--- src/sv/lms_pkg.sv ---
// lamp matrix scanner package: request codes, field widths and the
// controller/datapath command and status types; no dependencies
`default_nettype none

package lms_pkg;

	localparam int unsigned ROWS      = 8;
	localparam int unsigned ROW_W     = 3;
	localparam int unsigned COL_W     = 8;
	localparam int unsigned LAMP_W    = 6;
	localparam int unsigned REQ_W     = 3;
	localparam int unsigned IN_DATA_W  = 24;
	localparam int unsigned OUT_DATA_W = 24;

	typedef enum logic [REQ_W-1:0] {
		REQ_LAMP_ON  = 3'd0,
		REQ_LAMP_OFF = 3'd1,
		REQ_TOGGLE   = 3'd2,
		REQ_LAMP_SET = 3'd3,
		REQ_ROW_WR   = 3'd4,
		REQ_ALL_OFF  = 3'd5,
		REQ_ALL_ON   = 3'd6,
		REQ_TICK     = 3'd7
	} req_t;

	typedef struct packed {
		logic apply;
		logic load_out;
	} cmd_t;

	typedef struct packed {
		logic is_tick;
	} status_t;

endpackage

`default_nettype wire

--- src/sv/lamp_matrix_scanner.sv ---
// Lamp matrix scanner: holds an 8x8 lamp bitmap (all off after reset) that
// commands on the input stream edit, and emits one row drive per scan tick.
// The block accepts one transaction per cycle as long as the output register
// is empty or being read in the same cycle. A scan tick result is registered
// and appears in the cycle after its transaction. Commands give no
// output. tuser carries the request type; tick results carry one-hot row
// select, active-low column byte and the row index.
`default_nettype none

module lamp_matrix_scanner (
	input  wire logic                              clk,
	input  wire logic                              arst_n,
	input  wire logic                              s_axis_tvalid,
	output logic                                   s_axis_tready,
	// lamp_number[5:0], lamp_value[6], row_index[9:7], row_data[17:10]
	input  wire logic [lms_pkg::IN_DATA_W-1:0]     s_axis_tdata,
	// req_type[2:0]
	input  wire logic [lms_pkg::REQ_W-1:0]         s_axis_tuser,
	output logic                                   m_axis_tvalid,
	input  wire logic                              m_axis_tready,
	// row_select[7:0], column_drive[15:8], scanned_row[18:16]
	output logic      [lms_pkg::OUT_DATA_W-1:0]    m_axis_tdata
);

	lms_pkg::cmd_t             cmd;
	lms_pkg::status_t          status;
	logic [lms_pkg::ROWS-1:0]  row_select;
	logic [lms_pkg::COL_W-1:0] column_drive;
	logic [lms_pkg::ROW_W-1:0] scanned_row;

	lms_ctrl u_ctrl (
		.clk       (clk),
		.arst_n    (arst_n),
		.in_valid  (s_axis_tvalid),
		.in_ready  (s_axis_tready),
		.out_valid (m_axis_tvalid),
		.out_ready (m_axis_tready),
		.status    (status),
		.cmd       (cmd)
	);

	lms_dp u_dp (
		.clk          (clk),
		.arst_n       (arst_n),
		.cmd          (cmd),
		.status       (status),
		.req_type     (s_axis_tuser),
		.lamp_number  (s_axis_tdata[5:0]),
		.lamp_value   (s_axis_tdata[6]),
		.row_index    (s_axis_tdata[9:7]),
		.row_data     (s_axis_tdata[17:10]),
		.row_select   (row_select),
		.column_drive (column_drive),
		.scanned_row  (scanned_row)
	);

	assign m_axis_tdata = {5'd0, scanned_row, column_drive, row_select};

	a_tick_gives_output: assert property (@(posedge clk) disable iff (!arst_n)
		(s_axis_tvalid && s_axis_tready && s_axis_tuser == lms_pkg::REQ_TICK)
		|=> m_axis_tvalid)
		else $error("tick transaction produced no output");

	a_cmd_gives_nothing: assert property (@(posedge clk) disable iff (!arst_n)
		(s_axis_tvalid && s_axis_tready && s_axis_tuser != lms_pkg::REQ_TICK
		 && !m_axis_tvalid) |=> !m_axis_tvalid)
		else $error("command transaction produced output");

	a_row_onehot: assert property (@(posedge clk) disable iff (!arst_n)
		m_axis_tvalid |-> $onehot(m_axis_tdata[7:0]))
		else $error("row select not one-hot");

	a_row_matches_index: assert property (@(posedge clk) disable iff (!arst_n)
		m_axis_tvalid |-> (m_axis_tdata[7:0] == (8'd1 << m_axis_tdata[18:16])))
		else $error("row select disagrees with scanned row");

endmodule

`default_nettype wire

--- src/sv/lms_ctrl.sv ---
// lamp matrix scanner controller: handshake and output slot state machine
// depends on lms_pkg
`default_nettype none

module lms_ctrl (
	input  wire logic             clk,
	input  wire logic             arst_n,
	input  wire logic             in_valid,
	output logic                  in_ready,
	output logic                  out_valid,
	input  wire logic             out_ready,
	input  wire lms_pkg::status_t status,
	output lms_pkg::cmd_t         cmd
);

	typedef enum logic [1:0] {
		ST_EMPTY = 2'b01,
		ST_FULL  = 2'b10
	} state_t;

	state_t state_q;
	state_t state_nxt;
	logic   accept;

	assign out_valid = (state_q == ST_FULL);
	assign in_ready  = (state_q == ST_EMPTY) || out_ready;
	assign accept    = in_valid && in_ready;

	always_comb begin
		cmd.apply    = accept;
		cmd.load_out = accept && status.is_tick;
	end

	always_comb begin
		state_nxt = state_q;
		case (state_q)
			ST_EMPTY: begin
				if (accept && status.is_tick) state_nxt = ST_FULL;
			end
			ST_FULL: begin
				if (accept && status.is_tick) state_nxt = ST_FULL;
				else if (out_ready)           state_nxt = ST_EMPTY;
			end
			default: state_nxt = ST_EMPTY;
		endcase
	end

	always_ff @(posedge clk or negedge arst_n) begin
		if (!arst_n) state_q <= ST_EMPTY;
		else         state_q <= state_nxt;
	end

endmodule

`default_nettype wire

--- src/sv/lms_dp.sv ---
// lamp matrix scanner datapath: per-row lamp registers, scan counter and
// output register; depends on lms_pkg
`default_nettype none

module lms_dp (
	input  wire logic                             clk,
	input  wire logic                             arst_n,
	input  wire lms_pkg::cmd_t                    cmd,
	output lms_pkg::status_t                      status,
	input  wire logic [lms_pkg::REQ_W-1:0]        req_type,
	input  wire logic [lms_pkg::LAMP_W-1:0]       lamp_number,
	input  wire logic                             lamp_value,
	input  wire logic [lms_pkg::ROW_W-1:0]        row_index,
	input  wire logic [lms_pkg::COL_W-1:0]        row_data,
	output logic      [lms_pkg::ROWS-1:0]         row_select,
	output logic      [lms_pkg::COL_W-1:0]        column_drive,
	output logic      [lms_pkg::ROW_W-1:0]        scanned_row
);

	logic [lms_pkg::COL_W-1:0] lamp_q   [lms_pkg::ROWS];
	logic [lms_pkg::COL_W-1:0] lamp_nxt [lms_pkg::ROWS];
	logic [lms_pkg::ROW_W-1:0] scan_q;
	logic [lms_pkg::ROW_W-1:0] lamp_row;
	logic [lms_pkg::COL_W-1:0] lamp_bit;
	lms_pkg::req_t             req;

	logic [lms_pkg::ROWS-1:0]  row_select_q;
	logic [lms_pkg::COL_W-1:0] column_drive_q;
	logic [lms_pkg::ROW_W-1:0] scanned_row_q;

	assign req            = lms_pkg::req_t'(req_type);
	assign status.is_tick = (req == lms_pkg::REQ_TICK);
	assign lamp_row       = lamp_number[lms_pkg::LAMP_W-1:lms_pkg::ROW_W];
	assign lamp_bit       = lms_pkg::COL_W'(1) << lamp_number[lms_pkg::ROW_W-1:0];

	// each row computes its own next value
	always_comb begin
		for (int r = 0; r < lms_pkg::ROWS; r++) begin
			lamp_nxt[r] = lamp_q[r];
			case (req)
				lms_pkg::REQ_LAMP_ON: begin
					if (lamp_row == r[lms_pkg::ROW_W-1:0]) lamp_nxt[r] = lamp_q[r] | lamp_bit;
				end
				lms_pkg::REQ_LAMP_OFF: begin
					if (lamp_row == r[lms_pkg::ROW_W-1:0]) lamp_nxt[r] = lamp_q[r] & ~lamp_bit;
				end
				lms_pkg::REQ_TOGGLE: begin
					if (lamp_row == r[lms_pkg::ROW_W-1:0]) lamp_nxt[r] = lamp_q[r] ^ lamp_bit;
				end
				lms_pkg::REQ_LAMP_SET: begin
					if (lamp_row == r[lms_pkg::ROW_W-1:0]) begin
						lamp_nxt[r] = lamp_value ? (lamp_q[r] | lamp_bit)
						                         : (lamp_q[r] & ~lamp_bit);
					end
				end
				lms_pkg::REQ_ROW_WR: begin
					if (row_index == r[lms_pkg::ROW_W-1:0]) lamp_nxt[r] = row_data;
				end
				lms_pkg::REQ_ALL_OFF: lamp_nxt[r] = '0;
				lms_pkg::REQ_ALL_ON:  lamp_nxt[r] = '1;
				default:              lamp_nxt[r] = lamp_q[r];
			endcase
		end
	end

	always_ff @(posedge clk or negedge arst_n) begin
		if (!arst_n) begin
			for (int r = 0; r < lms_pkg::ROWS; r++) lamp_q[r] <= '0;
			scan_q <= '0;
		end else if (cmd.apply) begin
			for (int r = 0; r < lms_pkg::ROWS; r++) lamp_q[r] <= lamp_nxt[r];
			if (cmd.load_out) scan_q <= scan_q + lms_pkg::ROW_W'(1);
		end
	end

	always_ff @(posedge clk) begin
		if (cmd.load_out) begin
			row_select_q   <= lms_pkg::ROWS'(1) << scan_q;
			column_drive_q <= ~lamp_q[scan_q];
			scanned_row_q  <= scan_q;
		end
	end

	assign row_select   = row_select_q;
	assign column_drive = column_drive_q;
	assign scanned_row  = scanned_row_q;

endmodule

`default_nettype wire

--- config.mk ---
export PLATFORM = sky130hd
export DESIGN_NAME = lamp_matrix_scanner
export DESIGN_NICKNAME = d
export VERILOG_FILES = /design/src/sv/lms_pkg.sv /design/src/sv/lamp_matrix_scanner.sv /design/src/sv/lms_ctrl.sv /design/src/sv/lms_dp.sv
export SDC_FILE = /design/constraint.sdc
export NUM_CORES = 1
export LEC_CHECK = 0
export BUFFER_PORTS_ARGS = -buffer_cell sky130_fd_sc_hd__buf_2
export CAP_MARGIN = 20
export CORE_ASPECT_RATIO = 1.75
export CORE_MARGIN = 5
export CORE_UTILIZATION = 61
export DETAILED_ROUTE_END_ITERATION = 8
export PLACE_DENSITY_LB_ADDON = 0.08
export SYNTH_ARGS = -nofsm -noshare
export SYNTH_HDL_FRONTEND = slang
export SYNTH_HIERARCHICAL = 1
export SYNTH_SLANG_ARGS = --single-unit
--- constraint.sdc ---
create_clock -name clk -period 2.5 [get_ports clk]
set_clock_uncertainty 0.05 [all_clocks]
set_input_delay 0.125 -clock clk [delete_from_list [all_inputs] [get_ports clk]]
set_output_delay 0.125 -clock clk [all_outputs]
set_load 0.01 [all_outputs]
==> impl_results.html <==
<table>
<tr><th>Metric</th><th>Value</th></tr>
<tr><th colspan="2">Run status</th></tr>
<tr><td>Result of the run</td><td>complete, no violations</td></tr>
<tr><th colspan="2">Floorplan</th></tr>
<tr><td>Number of top-level design ports</td><td>57</td></tr>
<tr><td>Core footprint</td><td>12,900 um^2</td></tr>
<tr><td>Site Rows</td><td>55</td></tr>
<tr><td>Die height</td><td>162 um</td></tr>
<tr><td>Initial core utilization</td><td>62.2%</td></tr>
<tr><td>Floorplan die area</td><td>15,700 um^2</td></tr>
<tr><td>Die span in x</td><td>96.8 um</td></tr>
<tr><th colspan="2">Synth</th></tr>
<tr><td>Number of unique standard cell types used by synthesis</td><td>59</td></tr>
<tr><td>Mapped Cells</td><td>842</td></tr>
<tr><td>Share of the synthesized area in the top cell type</td><td>21.2%</td></tr>
<tr><td>Register area share after synthesis</td><td>28.6%</td></tr>
<tr><td>Ys async rst share</td><td>78.4%</td></tr>
<tr><td>Count of flip-flops with a built-in enable after synthesis</td><td>19</td></tr>
<tr><td>Most used DFF post-synth</td><td>dfrtp_1</td></tr>
<tr><td>Register bit total from synthesis</td><td>88</td></tr>
<tr><td>Top cells by area in the synthesized netlist</td><td>dfrtp_1, ha_1, edfxtp_1, mux4_2, o21ai_0</td></tr>
<tr><td>Synthesized area per cell</td><td>9.55 um^2</td></tr>
<tr><td>Post-synthesis cell type with the largest combined area</td><td>dfrtp_1</td></tr>
<tr><td>Number of warnings printed during yosys synthesis</td><td>6</td></tr>
<tr><td>Mapped Area</td><td>8040 um^2</td></tr>
<tr><th colspan="2">Routing</th></tr>
<tr><td># DRC</td><td>0</td></tr>
<tr><td>Vias per std cell</td><td>6.81</td></tr>
<tr><td>Vias</td><td>7,135</td></tr>
<tr><td>Number of DRC markers after the initial detailed-route iteration</td><td>606</td></tr>
<tr><td>Routed Wire Length</td><td>23,800 um</td></tr>
<tr><td>Drt first pass iters</td><td>7</td></tr>
<tr><td>Antenna-violating nets left</td><td>0</td></tr>
<tr><td>Routed wirelength normalized by instance count</td><td>22.8 um</td></tr>
<tr><th colspan="2">Setup path</th></tr>
<tr><td>Start point of the critical path</td><td>u_ctrl/state_q[0]</td></tr>
<tr><td>Capture instance of the worst register-to-register path</td><td>u_dp/lamp_q[24]</td></tr>
<tr><td>Number of cell instances on the worst register-to-register path</td><td>6</td></tr>
<tr><td>Setup slack of the worst register-to-register path</td><td>230 ps</td></tr>
<tr><td>Crit path buffers/inverters</td><td>0</td></tr>
<tr><td>Crit-path leading delay family</td><td>simple AND/OR/NAND/NOR gates</td></tr>
<tr><td>Launch point of the worst reg-to-reg path</td><td>u_ctrl/state_q[0]</td></tr>
<tr><td>CP Data Arrival Time</td><td>2460 ps</td></tr>
<tr><td>Logic depth of the worst path, buffers included</td><td>6</td></tr>
<tr><td>WP data required</td><td>2680 ps</td></tr>
<tr><td>Cell chain of the critical path</td><td>ha_1 &gt; or2_2 &gt; and2_1 &gt; and2_1 &gt; nand2_2 &gt; o31ai_1</td></tr>
<tr><td>Cell with the largest stage delay on the worst path</td><td>dfstp_2</td></tr>
<tr><td>Crit-path most repeated cell</td><td>and2_1</td></tr>
<tr><td>Nature of the critical path endpoint</td><td>flip-flop</td></tr>
<tr><td>Startpoint class of the critical path</td><td>flip-flop</td></tr>
<tr><td>Stage delay of the slowest cell on the critical path</td><td>550 ps</td></tr>
<tr><td>Largest fanout on the critical path</td><td>7</td></tr>
<tr><td>Crit Path Category</td><td>reg -&gt; reg</td></tr>
<tr><td>Critical Path End</td><td>u_dp/lamp_q[24]</td></tr>
<tr><th colspan="2">Global routing</th></tr>
<tr><td>Pin count of the biggest net entering global routing</td><td>48</td></tr>
<tr><td>Global router's overall resource usage</td><td>30.0%</td></tr>
<tr><td>Wire length of the first global-routing pass</td><td>38,100 um</td></tr>
<tr><td>Initial antenna violation count</td><td>0</td></tr>
<tr><td>Total gr overflow</td><td>0</td></tr>
<tr><td>Number of global-route vias before repair</td><td>7,276</td></tr>
<tr><th colspan="2">Placed design</th></tr>
<tr><td>Count of port buffers added during placement</td><td>45</td></tr>
<tr><td>Half-perimeter wire length after detailed placement</td><td>16,000 um</td></tr>
<tr><td>Placed cell count</td><td>1,030</td></tr>
<tr><td>Area after detailed placement</td><td>8480 um^2</td></tr>
<tr><td>GP Congestion</td><td>0.855</td></tr>
<tr><th colspan="2">STA</th></tr>
<tr><td>Setup repair after global routing missed its margin</td><td>no</td></tr>
<tr><td>Number of setup violations in the final report</td><td>0</td></tr>
<tr><td>Clock period minus worst slack</td><td>2270 ps</td></tr>
<tr><td>Final TNS setup</td><td>0 ps</td></tr>
<tr><td>Endpoints failing hold</td><td>0</td></tr>
<tr><td>Hold slack final</td><td>194 ps</td></tr>
<tr><td>Slew margin rel.</td><td>38.5%</td></tr>
<tr><td>Slew at the pin closest to its max-slew limit</td><td>922 ps</td></tr>
<tr><td>Number of slew-limit violations in the final report</td><td>0</td></tr>
<tr><td>Max Freq</td><td>0.440 GHz</td></tr>
<tr><td>Share of the clock period used by the worst path after layout</td><td>90.9%</td></tr>
<tr><th colspan="2">Min path</th></tr>
<tr><td>Hold wc startpoint</td><td>m_axis_tready</td></tr>
<tr><td>Type of the tightest min-delay check</td><td>in -&gt; reg</td></tr>
<tr><th colspan="2">Pwr</th></tr>
<tr><td>Pwr/cell area</td><td>805 nW/um^2</td></tr>
<tr><td>IR Drop Worst-Case VDD</td><td>0.421 mV</td></tr>
<tr><td>Total leakage power</td><td>3.72 nW</td></tr>
<tr><th colspan="2">CTS</th></tr>
<tr><td>Clock network latency to the later pin of the worst-skew pair</td><td>350 ps</td></tr>
<tr><td>Root Driver</td><td>clkbuf_16</td></tr>
<tr><td>Clock-pin transition on the worst setup and hold timing paths</td><td>80 ps</td></tr>
<tr><td>Number of H-tree levels</td><td>3</td></tr>
<tr><td>Longest Clk Path Bufs</td><td>2</td></tr>
<tr><td>Total clock buffers created by CTS</td><td>9</td></tr>
<tr><td>Number of buffers inserted by post-CTS setup repair</td><td>0</td></tr>
<tr><td>TritonCTS clock tree</td><td>built</td></tr>
<tr><td>Sink Count</td><td>88</td></tr>
<tr><th colspan="2">Run</th></tr>
<tr><td>Max Cap Viol</td><td>0</td></tr>
<tr><th colspan="2">Cells and area</th></tr>
<tr><td>Signed area change from the synthesized netlist to the final layout</td><td>9.25%</td></tr>
<tr><td>Core Util, Final</td><td>67.9%</td></tr>
<tr><td>Final std cell area, no fill</td><td>8790 um^2</td></tr>
<tr><td>Leading cell types in the layout, fill and taps excluded</td><td>ha_1, inv_1, dfrtp_1, o21ai_0</td></tr>
<tr><td>Number of inserted filler cells in the final layout</td><td>1,097</td></tr>
<tr><td>Multi-input gate area</td><td>5180 um^2</td></tr>
<tr><td>Post-layout instance count excluding filler cells</td><td>1,047</td></tr>
<tr><td>Sequential cell area</td><td>2300 um^2</td></tr>
<tr><td>Nets</td><td>1,036</td></tr>
<tr><td>Inserted Diodes</td><td>0</td></tr>
<tr><td>Fraction of layout instances using a drive strength above 1</td><td>15.6%</td></tr>
<tr><td>Most common cell after layout, fill and taps aside</td><td>ha_1</td></tr>
</table>
-- kinds of logic after synthesis --
family	after synthesis	synth area share [%]
other cells	1	0.0466
flops	88	28.6
mux	25	5.62
compound gates	294	26.1
buf+inv	139	7.36
xor+xnor	2	0.218
fa+ha+maj	134	20.8
simple gates	159	11.3
-- Yosys cell counts, types with 16 or more instances --
cell type,number
nand2b_1,23
a221o_1,19
nand2_1,29
nand3_1,17
dfrtp_1,68
o31ai_1,40
ha_1,134
a21oi_1,45
nor3_1,26
a22oi_1,23
clkbuf_1,29
inv_1,76
o21ai_0,68
a221oi_1,20
mux4_2,16
buf_2,20
edfxtp_1,19
-- worst register-to-register path, stage by stage, from the launching register on --
cell and delay (ps):
dfstp_2 550, ha_1 240, or2_2 150, and2_1 230
and2_1 330, nand2_2 240, o31ai_1 380
-- metal layers --
metal  share of wire, %  routed length, um  global-route usage (%)  vias to the layer above
met5                  0                  0                       0                        -
met1                 38               9180                    35.6                     3516
met3                6.4               1520                    4.00                       94
li1                   -                  -                       -                     3192
met2                 49              11600                    51.6                      333
met4                6.3               1510                    17.9                        0
-- what timing repair did --
item	CTS	global route
hold endpoints to repair	23	0
gates resized for setup	0	0
hold buffers	1	0
-- registers in the layout (all words and copies together), names as in the netlist --
| name | flops |
|---|---|
| u_dp/lamp_q | 64 |
| u_dp/row_select | 8 |
| u_dp/scanned_row | 3 |
| u_dp/column_drive | 8 |
| u_ctrl/state_q | 2 |
| u_dp/scan_q | 3 |
-- power by group --
part           internal (W)  switching (W)  leakage (nW)
combinational       0.00147        0.00175          2.55
sequential          0.00200       0.000476          1.02
clock              0.000706       0.000673         0.146
-- final cells by class --
cell class                 instances  share of cell area (%)
multi-input combinational        619                    58.9
sequential                        88                    26.2
timing repair buffer              76                    5.81
inverter                          77                    3.29
clock buffer                       9                    2.56
tap                              171                    2.43
clock inverter                     7                   0.812
-- stage by stage --
step | setup WS [ps] | total power (W)
6_report | 227 | 0.00707
5_1_grt | 125 | 0.00760
4_1_cts | 264 | 0.00708
3_5_place_dp | 282 | 0.00568
3_3_place_gp | 373 | 0.00536
2_1_floorplan | 203 | 0.00472
-- worst min-delay path by stage --
| stage | to | slack (ps) | depth (start not counted) |
|---|---|---|---|
| final | u_ctrl/state_q[0] | 190 | 4 |
| after CTS | u_ctrl/state_q[0] | 190 | 4 |
| after detailed placement | u_ctrl/state_q[1] | 180 | 1 |
| after global routing | u_dp/scan_q[2] | 200 | 4 |
| after global placement | u_dp/lamp_q[51] | 170 | 1 |
| after floorplan | u_ctrl/state_q[1] | -220 | 0 |
Note: power is estimated with default switching activity, not from simulation.
